--- src/hdl/pbc_pkg.sv ---
// ----------------------------------------------------------------------------
// pbc_pkg
// Types, constants and mode codes shared by the pixel blend compositor.
// ----------------------------------------------------------------------------
package pbc_pkg;

  localparam logic [2:0] ModeNormal   = 3'd0;
  localparam logic [2:0] ModeMultiply = 3'd1;
  localparam logic [2:0] ModeScreen   = 3'd2;
  localparam logic [2:0] ModeOverlay  = 3'd3;
  localparam logic [2:0] ModeDarken   = 3'd4;
  localparam logic [2:0] ModeLighten  = 3'd5;

  localparam int unsigned MidDepth  = 4;
  localparam int unsigned MidAw     = 2;
  localparam int unsigned OutDepth  = 16;
  localparam int unsigned OutAw     = 4;
  localparam int unsigned DivStages = 9;
  localparam int unsigned XW        = 34;
  localparam int unsigned DW        = 25;
  localparam int unsigned Lanes     = 3;

  typedef struct packed {
    logic [7:0] dst_red;
    logic [7:0] dst_green;
    logic [7:0] dst_blue;
    logic [7:0] dst_alpha;
    logic [7:0] src_red;
    logic [7:0] src_green;
    logic [7:0] src_blue;
    logic [7:0] src_alpha;
  } pix_in_t;

  typedef struct packed {
    logic [7:0] out_red;
    logic [7:0] out_green;
    logic [7:0] out_blue;
    logic [7:0] out_alpha;
  } pix_out_t;

  typedef struct packed {
    logic [7:0]  d;
    logic [7:0]  s;
    logic [15:0] b;
  } chan_t;

  // item handed from front to back
  typedef struct packed {
    chan_t [2:0] ch;
    logic [15:0] p1;
    logic [15:0] p2;
    logic [15:0] p3;
    logic [15:0] oa;
    logic        zero;
  } frt_t;

endpackage

--- src/hdl/pbc_queue.sv ---
// ----------------------------------------------------------------------------
// pbc_queue
// Small register queue between the front and back parts.
// ----------------------------------------------------------------------------
module pbc_queue import pbc_pkg::*; (
  input  logic clk,
  input  logic rst_n,
  input  logic push,
  input  frt_t wr_data,
  output logic full,
  input  logic pop,
  output frt_t rd_data,
  output logic empty
);

  frt_t             mem_r [MidDepth];
  logic [MidAw-1:0] wr_ptr_r;
  logic [MidAw-1:0] rd_ptr_r;
  logic [MidAw:0]   cnt_r;
  logic             do_push;
  logic             do_pop;

  assign full    = (cnt_r == (MidAw+1)'(MidDepth));
  assign empty   = (cnt_r == '0);
  assign do_push = push & ~full;
  assign do_pop  = pop & ~empty;
  assign rd_data = mem_r[rd_ptr_r];

  always_ff @(posedge clk) begin
    if (!rst_n) begin
      wr_ptr_r <= '0;
      rd_ptr_r <= '0;
      cnt_r    <= '0;
    end else begin
      if (do_push) begin
        wr_ptr_r <= wr_ptr_r + 1'b1;
      end
      if (do_pop) begin
        rd_ptr_r <= rd_ptr_r + 1'b1;
      end
      cnt_r <= cnt_r + (MidAw+1)'(do_push) - (MidAw+1)'(do_pop);
    end
  end

  always_ff @(posedge clk) begin
    if (do_push) begin
      mem_r[wr_ptr_r] <= wr_data;
    end
  end

endmodule

--- config.mk ---
export PLATFORM = sky130hd
export DESIGN_NAME = pbc_queue
export DESIGN_NICKNAME = d
export VERILOG_FILES = /design/src/hdl/pbc_pkg.sv /design/src/hdl/pbc_queue.sv
export SDC_FILE = /design/constraint.sdc
export NUM_CORES = 1
export LEC_CHECK = 0
export ABC_CLOCK_PERIOD_IN_PS = 5800
export BUFFER_PORTS_ARGS = -buffer_cell sky130_fd_sc_hd__buf_2
export CAP_MARGIN = 40
export CORE_ASPECT_RATIO = 1.5
export CORE_MARGIN = 2
export CORE_UTILIZATION = 30
export DETAILED_ROUTE_END_ITERATION = 6
export MAX_ROUTING_LAYER = met4
export PLACE_DENSITY = 0.56
export SKIP_LAST_GASP = 1
export SLEW_MARGIN = 20
export SYNTH_ARGS = -nofsm -noshare
export SYNTH_HDL_FRONTEND = slang
export SYNTH_SLANG_ARGS = --single-unit
export TNS_END_PERCENT = 5
--- constraint.sdc ---
create_clock -name clk -period 5.8 [get_ports clk]
set_clock_uncertainty 0.05 [all_clocks]
set_input_delay 1.16 -clock clk [delete_from_list [all_inputs] [get_ports clk]]
set_output_delay 1.16 -clock clk [all_outputs]
set_load 0.02 [all_outputs]
==> metrics <==
post-synthesis sequential area ratio=82.4%; crit-path max FO=39; post-cts sizing count=0; final WL=50700 um; area leader, netlist=edfxtp_1; Hold Slack=445 ps; first-pass GRT wire length=74700 um; largest net degree at the start of global routing=65; final setup fails=0; Switching Fraction=28.4%; worst hold path class=flop to flop; PortBufs=327; CP startpoint kind=flop; worst slew pin tran=608 ps; Post-Syn Area=23700 um2; Warnings, synthesis=0; Hold Buf Count CTS=0; PwrDens=438 nW/um2; leading cell type by number of instances after synthesis=edfxtp_1; vias in the first global route=11500; min Tclk post-route=3880 ps; RSZ-0062 raised after global routing=false; Core Area=78500 um2; Distinct cells, synth=20; share of layout cells above drive strength 1=45.6%; Combinational Power Share=23.5%; Internal=8.98 mW; Pins Over Slew Limit=0; utilization after layout=36.5%; initial antenna violation count=16; Worst VDD drop=288 uV; Core Rows=126; Clk Tree Root Cell=clkbuf_16; Vias/cell=4.51; Psw=3.57 mW; CP peak stage delay=600 ps; Nets=1435; critical path required time=4590 ps; flip-flop and latch count after synthesis=653; Worst EP arrival=2670 ps; Fin. Hold Viols=0; Clock Path Buffers=3; DR pass1 iterations=5; Area Growth Syn to Fin=21.0%; top cells by count, synth=edfxtp_1, mux4_2, buf_2; Slew headroom=59.4%; main area contributors after synthesis=edfxtp_1, mux4_2, dfxtp_1; Residual DRC=0; Worst Path Class, Setup=flop to output pin; ys flop type=edfxtp_1; initial core utilization=30.2%; part of the power in registers=46.6%; Async SR Flop Fraction=0%; slowest CP cell=mux4_2; total global routing overflow=0; gr usage total=12.8%; CTS clk-pin slew, worst paths=60 ps; status=finished clean; clock network power share=29.9%; height of the die=348 um; Skew-Pair Late Insertion Delay=610 ps; Initial DRC Count=575; vias=10600; io pins=328; Die Width=233 um; Net Count, Synth=1064; Num CTS Buffers=61; # H-tree levels=2; setup bufs post-CTS=0; area of the die=81200 um2; # clock sinks=653; Max Freq=0.258 GHz; ANT nets after route=0; Final Cycle Share=66.9%; EDFF count, synth=644; routed length per instance=21.6 um; LEAKAGE=9.32 nW; GPL Wtd Cong=0.705; CTS tree=done; Worst Setup End Kind=output pin; critical path, cell by cell=buf_16, buf_12, mux4_2, buf_2; HPWL after DPL=31000 um; Mapped Cells=892; share of the synthesized area in the top cell type=81.7%; Post-Syn Area per Cell=26.5 um2; max_cap viols=0
==> path summary, 6_finish.rpt <==
| kind | cells after the start | slack, ps | start | end |
|---|---|---|---|---|
| setup reg to reg | 10 | 3230 | cnt_r[2] | cnt_r[2] |
| setup / recovery | 4 | 1920 | flop | rd_data[111] |
| hold / removal | 2 | 450 | rd_ptr_r[1] | flop |
| hold reg to reg | 2 | 450 | rd_ptr_r[1] | flop |
==> power by group through the flow <==
stage / sequential (mW) / combinational (mW) / clock, mW
after floorplan: 5.96 / 1.99 / 0
after global placement: 5.98 / 2.94 / 0
after detailed placement: 5.96 / 3.04 / 0
after CTS: 5.86 / 3.05 / 3.89
after global routing: 5.89 / 3.18 / 4.05
final: 5.85 / 2.95 / 3.75
==> registers in the layout (all words and copies together), names as in the netlist, named ones only <==
register  count
mem_r       644
cnt_r         3
rd_ptr_r      2
wr_ptr_r      2
==> critical path, delay by kind of cell, from the launching register on <==
family	cells	cell delay, ps
buffers and inverters	3	820
multiplexers	1	600
flip-flops	1	550
==> layout make-up <==
cell class	count	area, um2
Antenna cell	14	35.0
Clock buffer	74	1620
Clock inverter	33	239
Fill cell	7264	49900
Inverter	6	22.5
Multi-Input combinational cell	195	3900
Sequential cell	653	19500
Tap cell	1024	1280
Timing Repair Buffer	346	2030
==> cell families after synthesis <==
kind of cell / synth area share (%)
multiplexers: 15.4
adder cells (fa/ha/maj): 0.402
flip-flops: 82.4
XOR/XNOR: 0.0740
AO/OA/AOI/OAI: 0.0951
AND/OR/NAND/NOR: 0.460
buffers and inverters: 1.14
==> stage by stage <==
step	std cells	setup WS [ps]	area [um2]	TNS [ps]	power, mW
floorplan	892	-11.2	23700	-5410	7.95
global placement	2219	2200	26600	0	8.92
detailed placement	2224	2430	26800	0	9.00
CTS	2331	1780	28600	0	12.8
global route	2344	1710	28600	0	13.1
finish	2345	1920	28700	0	12.5
==> cell usage in the layout, fill, tap and decap left out, drive strengths merged <==
cell and instances:
mux4 161, nor2b 2, nand2 6, dfxtp 9, inv 10, clkbuf 74, and2 7, o21ai 3
mux2i 2, nor3 1, buf 346, diode 14, or4bb 1, bufinv 2, or3 1, ha 6
clkinvlp 3, edfxtp 644, fa 1, a21boi 1, xnor2 2, nor3b 1, clkinv 24
==> layer usage <==
metal	up-vias	global-route usage [%]	part of all wire, %
met1	5570	15.0	40
met5	-	-	0
met3	74	4.14	8.1
met4	0	3.84	2.4
met2	322	21.1	50
li1	4614	-	-
Power figures use the tool's default switching activity.
