--- config.mk ---
export PLATFORM = sky130hd
export DESIGN_NAME = pbc_front
export DESIGN_NICKNAME = d
export VERILOG_FILES = /design/src/hdl/pbc_pkg.sv /design/src/hdl/pbc_front.sv
export SDC_FILE = /design/constraint.sdc
export NUM_CORES = 1
export LEC_CHECK = 0
export CORE_ASPECT_RATIO = 0.75
export CORE_UTILIZATION = 50
export CTS_CLUSTER_SIZE = 30
export DETAILED_ROUTE_END_ITERATION = 7
export DONT_BUFFER_PORTS = 1
export PLACE_DENSITY = 0.69
export SLEW_MARGIN = 20
export SYNTH_ARGS = -nofsm -noshare
export SYNTH_HDL_FRONTEND = slang
export SYNTH_SLANG_ARGS = --single-unit
--- constraint.sdc ---
create_clock -name clk -period 18.54 [get_ports clk]
set_input_delay 2.781 -clock clk [delete_from_list [all_inputs] [get_ports clk]]
set_output_delay 2.781 -clock clk [all_outputs]
set_load 0.02 [all_outputs]
--- src/hdl/pbc_pkg.sv ---
// ----------------------------------------------------------------------------
// pbc_pkg
// Types, constants and mode codes shared by the pixel blend compositor.
// ----------------------------------------------------------------------------
package pbc_pkg;

  localparam logic [2:0] ModeNormal   = 3'd0;
  localparam logic [2:0] ModeMultiply = 3'd1;
  localparam logic [2:0] ModeScreen   = 3'd2;
  localparam logic [2:0] ModeOverlay  = 3'd3;
  localparam logic [2:0] ModeDarken   = 3'd4;
  localparam logic [2:0] ModeLighten  = 3'd5;

  localparam int unsigned MidDepth  = 4;
  localparam int unsigned MidAw     = 2;
  localparam int unsigned OutDepth  = 16;
  localparam int unsigned OutAw     = 4;
  localparam int unsigned DivStages = 9;
  localparam int unsigned XW        = 34;
  localparam int unsigned DW        = 25;
  localparam int unsigned Lanes     = 3;

  typedef struct packed {
    logic [7:0] dst_red;
    logic [7:0] dst_green;
    logic [7:0] dst_blue;
    logic [7:0] dst_alpha;
    logic [7:0] src_red;
    logic [7:0] src_green;
    logic [7:0] src_blue;
    logic [7:0] src_alpha;
  } pix_in_t;

  typedef struct packed {
    logic [7:0] out_red;
    logic [7:0] out_green;
    logic [7:0] out_blue;
    logic [7:0] out_alpha;
  } pix_out_t;

  typedef struct packed {
    logic [7:0]  d;
    logic [7:0]  s;
    logic [15:0] b;
  } chan_t;

  // item handed from front to back
  typedef struct packed {
    chan_t [2:0] ch;
    logic [15:0] p1;
    logic [15:0] p2;
    logic [15:0] p3;
    logic [15:0] oa;
    logic        zero;
  } frt_t;

endpackage

--- src/hdl/pbc_front.sv ---
// ----------------------------------------------------------------------------
// pbc_front
// Input register stage: forms blend terms and alpha weight products.
// ----------------------------------------------------------------------------
module pbc_front import pbc_pkg::*; (
  input  logic    clk,
  input  logic    rst_n,
  input  logic    in_push,
  input  pix_in_t in_data,
  output logic    in_full,
  input  logic [2:0] mode,
  input  logic    q_full,
  output logic    q_push,
  output frt_t    q_data
);

  logic    front_v_r;
  logic    front_v_nxt;
  frt_t    item_r;
  frt_t    item_nxt;
  logic    accept;
  logic [7:0] dv [3];
  logic [7:0] sv [3];

  assign in_full = front_v_r & q_full;
  assign accept  = in_push & ~in_full;
  assign q_push  = front_v_r & ~q_full;
  assign q_data  = item_r;
  assign front_v_nxt = accept | (front_v_r & q_full);

  assign dv[0] = in_data.dst_red;
  assign dv[1] = in_data.dst_green;
  assign dv[2] = in_data.dst_blue;
  assign sv[0] = in_data.src_red;
  assign sv[1] = in_data.src_green;
  assign sv[2] = in_data.src_blue;

  always_comb begin
    logic [7:0]  da;
    logic [7:0]  sa;
    logic [7:0]  ma;
    logic [7:0]  mb;
    logic [15:0] prod;
    logic        inv;
    logic [7:0]  mn;
    logic [7:0]  mx;
    da = in_data.dst_alpha;
    sa = in_data.src_alpha;
    item_nxt.p1 = {8'd0, sa} * {8'd0, 8'd255 - da};
    item_nxt.p2 = {8'd0, sa} * {8'd0, da};
    item_nxt.p3 = {8'd0, 8'd255 - sa} * {8'd0, da};
    item_nxt.oa = 16'(({8'd0, sa} << 8) - {8'd0, sa}) + item_nxt.p3;
    item_nxt.zero = (sa == 8'd0) && (da == 8'd0);
    for (int c = 0; c < 3; c++) begin
      // screen and the upper half of overlay work on complements
      inv  = (mode == ModeScreen) || ((mode == ModeOverlay) && dv[c][7]);
      ma   = inv ? 8'd255 - dv[c] : dv[c];
      mb   = inv ? 8'd255 - sv[c] : sv[c];
      prod = {8'd0, ma} * {8'd0, mb};
      mn   = (dv[c] < sv[c]) ? dv[c] : sv[c];
      mx   = (dv[c] > sv[c]) ? dv[c] : sv[c];
      item_nxt.ch[c].d = dv[c];
      item_nxt.ch[c].s = sv[c];
      unique case (mode)
        ModeMultiply: item_nxt.ch[c].b = prod;
        ModeScreen:   item_nxt.ch[c].b = 16'd65025 - prod;
        ModeOverlay:  item_nxt.ch[c].b = inv ? 16'd65025 - {prod[14:0], 1'b0}
                                             : {prod[14:0], 1'b0};
        ModeDarken:   item_nxt.ch[c].b = ({8'd0, mn} << 8) - {8'd0, mn};
        ModeLighten:  item_nxt.ch[c].b = ({8'd0, mx} << 8) - {8'd0, mx};
        default:      item_nxt.ch[c].b = ({8'd0, sv[c]} << 8) - {8'd0, sv[c]};
      endcase
    end
  end

  always_ff @(posedge clk) begin
    if (!rst_n) begin
      front_v_r <= 1'b0;
    end else begin
      front_v_r <= front_v_nxt;
    end
  end

  always_ff @(posedge clk) begin
    if (accept) begin
      item_r <= item_nxt;
    end
  end

endmodule

==> results_dict.tcl, run 1 <==
set metrics [dict create \
    finalHoldViolations 0 \
    vias 22400 \
    crit_path_max_fanout 55 \
    clk_pin_slew_ns 0.06 \
    crit_required_ns 18.78 \
    critPathLaunchType "input port" \
    area_delta_synth_final_pct 3.30 \
    path_class "in -> reg" \
    synth_ff_type "edfxtp_1" \
    power_frac_clock 0.093 \
    synth_top_cell_area_share 0.181 \
    finalClockSkew_ns 0.0188 \
    clkLatencyLatePin_ns 0.51 \
    mostFrequentLayoutCells "inv_1, ha_1, nand2_1, fa_1, nor2_1" \
    firstDrtPassIters 6 \
    holdBufCountCts 0 \
    final_cells 3617 \
    placed_area_um2 27000 \
    rsz0062_at_grt "false" \
    ant_nets 0 \
    wl_per_cell_um 22.6 \
    end_kind "register" \
    regArea_um2 4850 \
    finalWeightedCongestion 0.961 \
    synth_sequential_area_ratio 0.182 \
    dp_cells 3586 \
    tns_ns 0 \
    period_share 0.493 \
    ios 234 \
    power_leakage_nw 12.6 \
    die_area_um2 54300 \
    final_common_cell "inv_1" \
    rows 72 \
    power_density_nw_per_um2 142 \
    utilization 0.528 \
    yosysWarnings 0 \
    synthCells 3037 \
    finalMaxSlewViolations 0 \
    min_from "front_v_r$_SDFF_PN0_" \
    grt-ovfl-total 0 \
    ys_ff_latch 162 \
    diodes 0 \
    post_cts_resized 0 \
    grt_start_max_net_pins 86 \
    n_fill_cell 4808 \
    root_buffer "clkbuf_16" \
    synth_area_leaders "edfxtp_1, fa_1, ha_1" \
    wirelength_um 81800 \
    seq_power_share 0.183 \
    cts_sinks 162 \
    antenna_found_initial 1 \
    holdCritPathClass "reg -> reg" \
    postCtsSetupBuffers 0 \
    period_minus_slack_ns 9.14 \
    p_switching_mw 2.03 \
    initial_core_util 0.512 \
    maxSlewHeadroom 0.269 \
    drt-initial-drc-count 2406 \
    worstPathArrival_ns 9.38 \
    nets 3473 \
    async_reset_ff_frac 0 \
    grt_pass1_wl_um 128000 \
    synth_edf_count 161 \
    crit_start "mode[1]" \
    syn_nets 3608 \
    io_buffers 0 \
    power.internal_mw 1.89 \
    grt_pass1_vias 22000 \
    cts_max_path_buffers 2 \
    worst_pin_slew_ns 1.10 \
    multi_input_area_um2 19700 \
    grtUsageTotal 0.305 \
    dp_hpwl_um 62400 \
    stdcell_area_um2 27600 \
    drv_cap 0 \
    dieHeight_um 202 \
    fp.dieW_um 269 \
    cts-htree-levels 4 \
    r2r-start "front_v_r$_SDFF_PN0_" \
    ys_types 86 \
    vdd_drop_max_uv 142 \
    max_freq_mhz 109 \
    synth_top_cell_by_area "edfxtp_1" \
    coreArea_um2 52200 \
    drive_above_1_share 0.0467 \
    status "completed" \
    cts_buffers 17 \
    tritoncts "yes" \
    route.detailed.drc 0 \
    syn_area_um2 26700 \
    sw_frac_of_total 0.518 \
    syn_avg_cell_area_um2 8.79 \
    viasPerCell 6.19 \
    combPwrFrac 0.724 \
    setup_viol 0 \
]
## path summary, 6_finish.rpt
| path | endpoint | slack (ns) | cells after the start |
|---|---|---|---|
| min | front_v_r$_SDFF_PN0_ | 0.83 | 2 |
| max | q_data[144]$_DFFE_PP_ | 9.40 | 21 |
| max reg2reg | q_data[37]$_DFFE_PP_ | 15.13 | 4 |
| min reg2reg | front_v_r$_SDFF_PN0_ | 0.83 | 2 |
## final cells by class
cell class / instances / share of cell area
Tap cell: 703 / 0.0319
Sequential cell: 162 / 0.176
Inverter: 370 / 0.0504
Clock buffer: 17 / 0.0154
Multi-Input combinational cell: 2335 / 0.716
Clock inverter: 14 / 0.00540
Timing Repair Buffer: 16 / 0.00436
## synthesized netlist by cell type (all sizes together), types with 13 or more instances
| library cell | instances |
|---|---|
| inv | 367 |
| xor2 | 69 |
| a221oi | 18 |
| nor2b | 68 |
| clkbuf | 131 |
| mux2 | 35 |
| and2 | 57 |
| edfxtp | 161 |
| a21oi | 180 |
| xnor2 | 144 |
| o22ai | 26 |
| nand2 | 227 |
| nand3 | 45 |
| nor3 | 56 |
| a211oi | 29 |
| or2 | 15 |
| nor4 | 18 |
| fa | 217 |
| mux2i | 189 |
| ha | 283 |
| buf | 39 |
| a21o | 31 |
| o21bai | 13 |
| o21a | 16 |
| nor2 | 208 |
| nand2b | 39 |
| o21ai | 130 |
| a31oi | 23 |
| or3 | 31 |
## cell families (layout without fill, tap and decap cells)
| logic type | count (synthesis) | in the layout | synth area share |
|---|---|---|---|
| simple gates | 825 | 825 | 0.151 |
| compound gates | 573 | 573 | 0.136 |
| buf+inv | 540 | 417 | 0.0792 |
| fa+ha+maj | 500 | 500 | 0.296 |
| mux | 224 | 224 | 0.0857 |
| xor+xnor | 213 | 213 | 0.0708 |
| flops | 162 | 162 | 0.182 |
## registers in the layout, indices dropped and copies added, names as in the netlist
register   flops
q_data       161
front_v_r      1
## worst max-delay path, stage by stage
cell and delay [ns]:
nor2b_2 0.14, nand2_1 0.54, or2_2 0.60, mux2_2 0.32, fa_1 0.51, fa_1 0.56, inv_1 0.06, fa_1 0.53
inv_1 0.06, fa_1 0.53, inv_1 0.04, ha_1 0.40, and3_1 0.20, a22oi_1 0.23, a21oi_1 0.11, xor2_1 0.61
nand2_2 0.21, o41ai_1 0.43, xor2_1 0.11, a221oi_1 0.28, a21oi_1 0.11
## stage by stage
| step | power [mW] | hold slack [ns] | worst slack [ns] |
|---|---|---|---|
| 5_1_grt | 4.23 | 0.873 | 9.20 |
| 6_report | 3.93 | 0.835 | 9.40 |
| 4_1_cts | 3.88 | 0.844 | 9.45 |
| 3_5_place_dp | 3.49 | 0.835 | 8.93 |
| 3_3_place_gp | 3.42 | 0.818 | 9.09 |
| 2_1_floorplan | 2.87 | 0.713 | 7.76 |
## power groups by stage
stage,logic (mW),registers [mW],clock network (mW)
3_5_place_dp,2.76,0.729,0
6_report,2.84,0.719,0.366
3_3_place_gp,2.69,0.728,0
5_1_grt,3.12,0.727,0.385
4_1_cts,2.78,0.721,0.374
2_1_floorplan,2.16,0.708,0
## metal layers
layer / track usage / routed length, um / vias to the layer above
met1: 0.439 / 36300 / 11000
li1: - / - / 10200
met3: 0.0758 / 8330 / 143
met2: 0.448 / 35100 / 1123
met4: 0.0931 / 2100 / 2
met5: 0 / 11 / -
No activity file was read; power rests on OpenSTA's default activity.
==> run 2: changes to the inputs <==
Settings changed: ABC_AREA set to 1.
Clock period 18.54 ns to 9.56 ns, I/O delays scaled along.
==> results_dict.tcl, run 2 <==
set metrics [dict create \
    regArea_um2 4850 \
    p_switching_mw 4.74 \
    firstDrtPassIters 6 \
    period_minus_slack_ns 6.90 \
    critPathSlowestCell "xor2_1" \
    initial_core_util 0.512 \
    root_buffer "clkbuf_16" \
    r2r_slack_ns 7.70 \
    ys_ff_latch 162 \
    rsz0062_at_grt "false" \
    crit_start "in_data[47]" \
    pre_cts_ws_ns 2.13 \
    reg2regPathDepth 4 \
    drv_cap 0 \
    yosysWarnings 0 \
    worst_pin_slew_ns 0.989 \
    cts_sinks 162 \
    cts_buffers 17 \
    sw_frac_of_total 0.574 \
    placed_area_um2 26600 \
    reg2reg_to "q_data[159]$_DFFE_PP_" \
    async_reset_ff_frac 0 \
    dieHeight_um 199 \
    wl_per_cell_um 17.8 \
    final_common_cell "nand2_1" \
    hold_ws_ns 0.493 \
    grt.busiest_layer "met1" \
    vias 23100 \
    nets 4134 \
    wirelength_um 76100 \
    grt_start_max_net_pins 162 \
    synth_sequential_area_ratio 0.187 \
    synth_edf_count 161 \
    crit_end "q_data[142]$_DFFE_PP_" \
    path_buf_inv 6 \
    grtUsageTotal 0.293 \
    die_area_um2 52900 \
    max_freq_mhz 145 \
    ant_nets 0 \
    postCtsSetupBuffers 0 \
    maxSlewHeadroom 0.341 \
    yosys-top-cells-count "nand2_1, inv_1, nor2_1" \
    critical_path.top_delay_family "adder cells" \
    path_depth 28 \
    drt-initial-drc-count 2392 \
    grt_use_met3 0.0776 \
    synth_area_leaders "edfxtp_1, fa_1, ha_1" \
    syn_area_um2 26000 \
    syn_avg_cell_area_um2 7.19 \
    post_cts_resized 0 \
    route.detailed.drc 0 \
    end_kind "register" \
    rows 71 \
    holdCritPathClass "reg -> reg" \
    grt-ovfl-total 0 \
    crit_required_ns 9.80 \
    cp_slowest_stage_delay_ns 0.61 \
    clkLatencyLatePin_ns 0.50 \
    io_buffers 0 \
    path_class "in -> reg" \
    synth_ff_type "edfxtp_1" \
    clk_pin_slew_ns 0.07 \
    coreArea_um2 50700 \
    power_leakage_nw 14.1 \
    cts_max_path_buffers 2 \
    viasPerCell 5.40 \
    seq_power_share 0.169 \
    finalMaxSlewViolations 0 \
    ios 234 \
    grtUsageMet2 0.407 \
    setup_viol 0 \
    layout_setup_ws_ns 2.66 \
    worstPathArrival_ns 7.14 \
    largest_reg_flops 161 \
    cts-htree-levels 4 \
    n_fill_cell 4957 \
    power_frac_clock 0.084 \
    dp_hpwl_um 60400 \
    vdd_drop_max_uv 160 \
    grt_pass1_vias 21500 \
    drive_above_1_share 0.0456 \
    critPathLaunchType "input port" \
    holdBufCountCts 0 \
    area_delta_synth_final_pct 4.56 \
    power_density_nw_per_um2 304 \
    finalHoldViolations 0 \
    r2r-start "front_v_r$_SDFF_PN0_" \
    multi_input_area_um2 18200 \
    crit_path_max_fanout 20 \
    power.internal_mw 3.51 \
    finalClockSkew_ns 0.0122 \
    synthCells 3612 \
    period_share 0.722 \
    final_cells 4271 \
    use_met1 0.442 \
    syn_nets 4183 \
    grt_pass1_wl_um 120000 \
    crit_top_cell "nand2_1" \
    ys_types 59 \
    synth_top_cell_by_area "edfxtp_1" \
    stdcell_area_um2 27200 \
    dp_cells 4237 \
    combPwrFrac 0.746 \
    fp.dieW_um 265 \
    mostFrequentLayoutCells "nand2_1, inv_1, nor2_1, ha_1, nand3_1" \
    synth_top_cell_area_share 0.186 \
    finalWeightedCongestion 0.971 \
    tns_ns 0 \
    antenna_found_initial 3 \
    synth.most_common_cell "nand2_1" \
    tritoncts "yes" \
    status "completed" \
]
==> run 2: worst min path at each step <==
stage                              start  cells after the start                    to  slack [ns]
CTS                 front_v_r$_SDFF_PN0_                      2  front_v_r$_SDFF_PN0_        0.50
finish              front_v_r$_SDFF_PN0_                      2  front_v_r$_SDFF_PN0_        0.49
global route        front_v_r$_SDFF_PN0_                      2  front_v_r$_SDFF_PN0_        0.54
detailed placement  front_v_r$_SDFF_PN0_                      2  front_v_r$_SDFF_PN0_        0.49
global placement    front_v_r$_SDFF_PN0_                      2  front_v_r$_SDFF_PN0_        0.48
floorplan           front_v_r$_SDFF_PN0_                      2  front_v_r$_SDFF_PN0_        0.46
==> run 2: tightest hold or removal path, cell delays in order, from the launching register on <==
cell and delay, ns:
dfxtp_1 0.31, nand2_1 0.07, a21boi_0 0.07
==> run 2: cell type report <==
type | instances | area share
Multi-Input combinational cell | 2678 | 0.670
Sequential cell | 162 | 0.179
Inverter | 696 | 0.0962
Tap cell | 693 | 0.0319
Clock buffer | 18 | 0.0158
Clock inverter | 14 | 0.00461
Timing Repair Buffer | 8 | 0.00267
Antenna cell | 2 | 0.000184
==> run 2: stage by stage <==
| step | total power, mW | utilization |
|---|---|---|
| floorplan | 6.04 | - |
| global placement | 7.38 | 0.525 |
| detailed placement | 7.43 | 0.525 |
| CTS | 8.18 | 0.535 |
| global route | 9.20 | 0.535 |
| finish | 8.25 | 0.536 |
==> run 2: per-layer routing <==
layer  share of wire  vias up  routed length (um)
met3            0.11       82                8300
met5               0        -                   0
met1            0.48    10700               36300
met2            0.40     1016               30200
met4           0.017        0                1310
li1                -    11300                   -
==> run 2: kinds of logic (layout without fill, tap and decap cells) <==
logic type / count (synthesis) / count (layout) / share of synthesized area
AOI/OAI and AO/OA: 340 / 340 / 0.0750
xor gates and xnor gates: 108 / 108 / 0.0367
adders and majority gates: 500 / 500 / 0.304
buffers and inverters: 772 / 736 / 0.114
DFF: 162 / 162 / 0.187
other: 0 / 2 / 0
and+or+nand+nor: 1730 / 1730 / 0.284
==> run 2: power by group through the flow <==
stage	Combinational [mW]	Sequential [mW]	Clock (mW)
floorplan	4.67	1.37	0
global placement	5.97	1.42	0
detailed placement	6.01	1.41	0
CTS	6.06	1.40	0.718
global route	7.05	1.41	0.736
finish	6.16	1.40	0.696
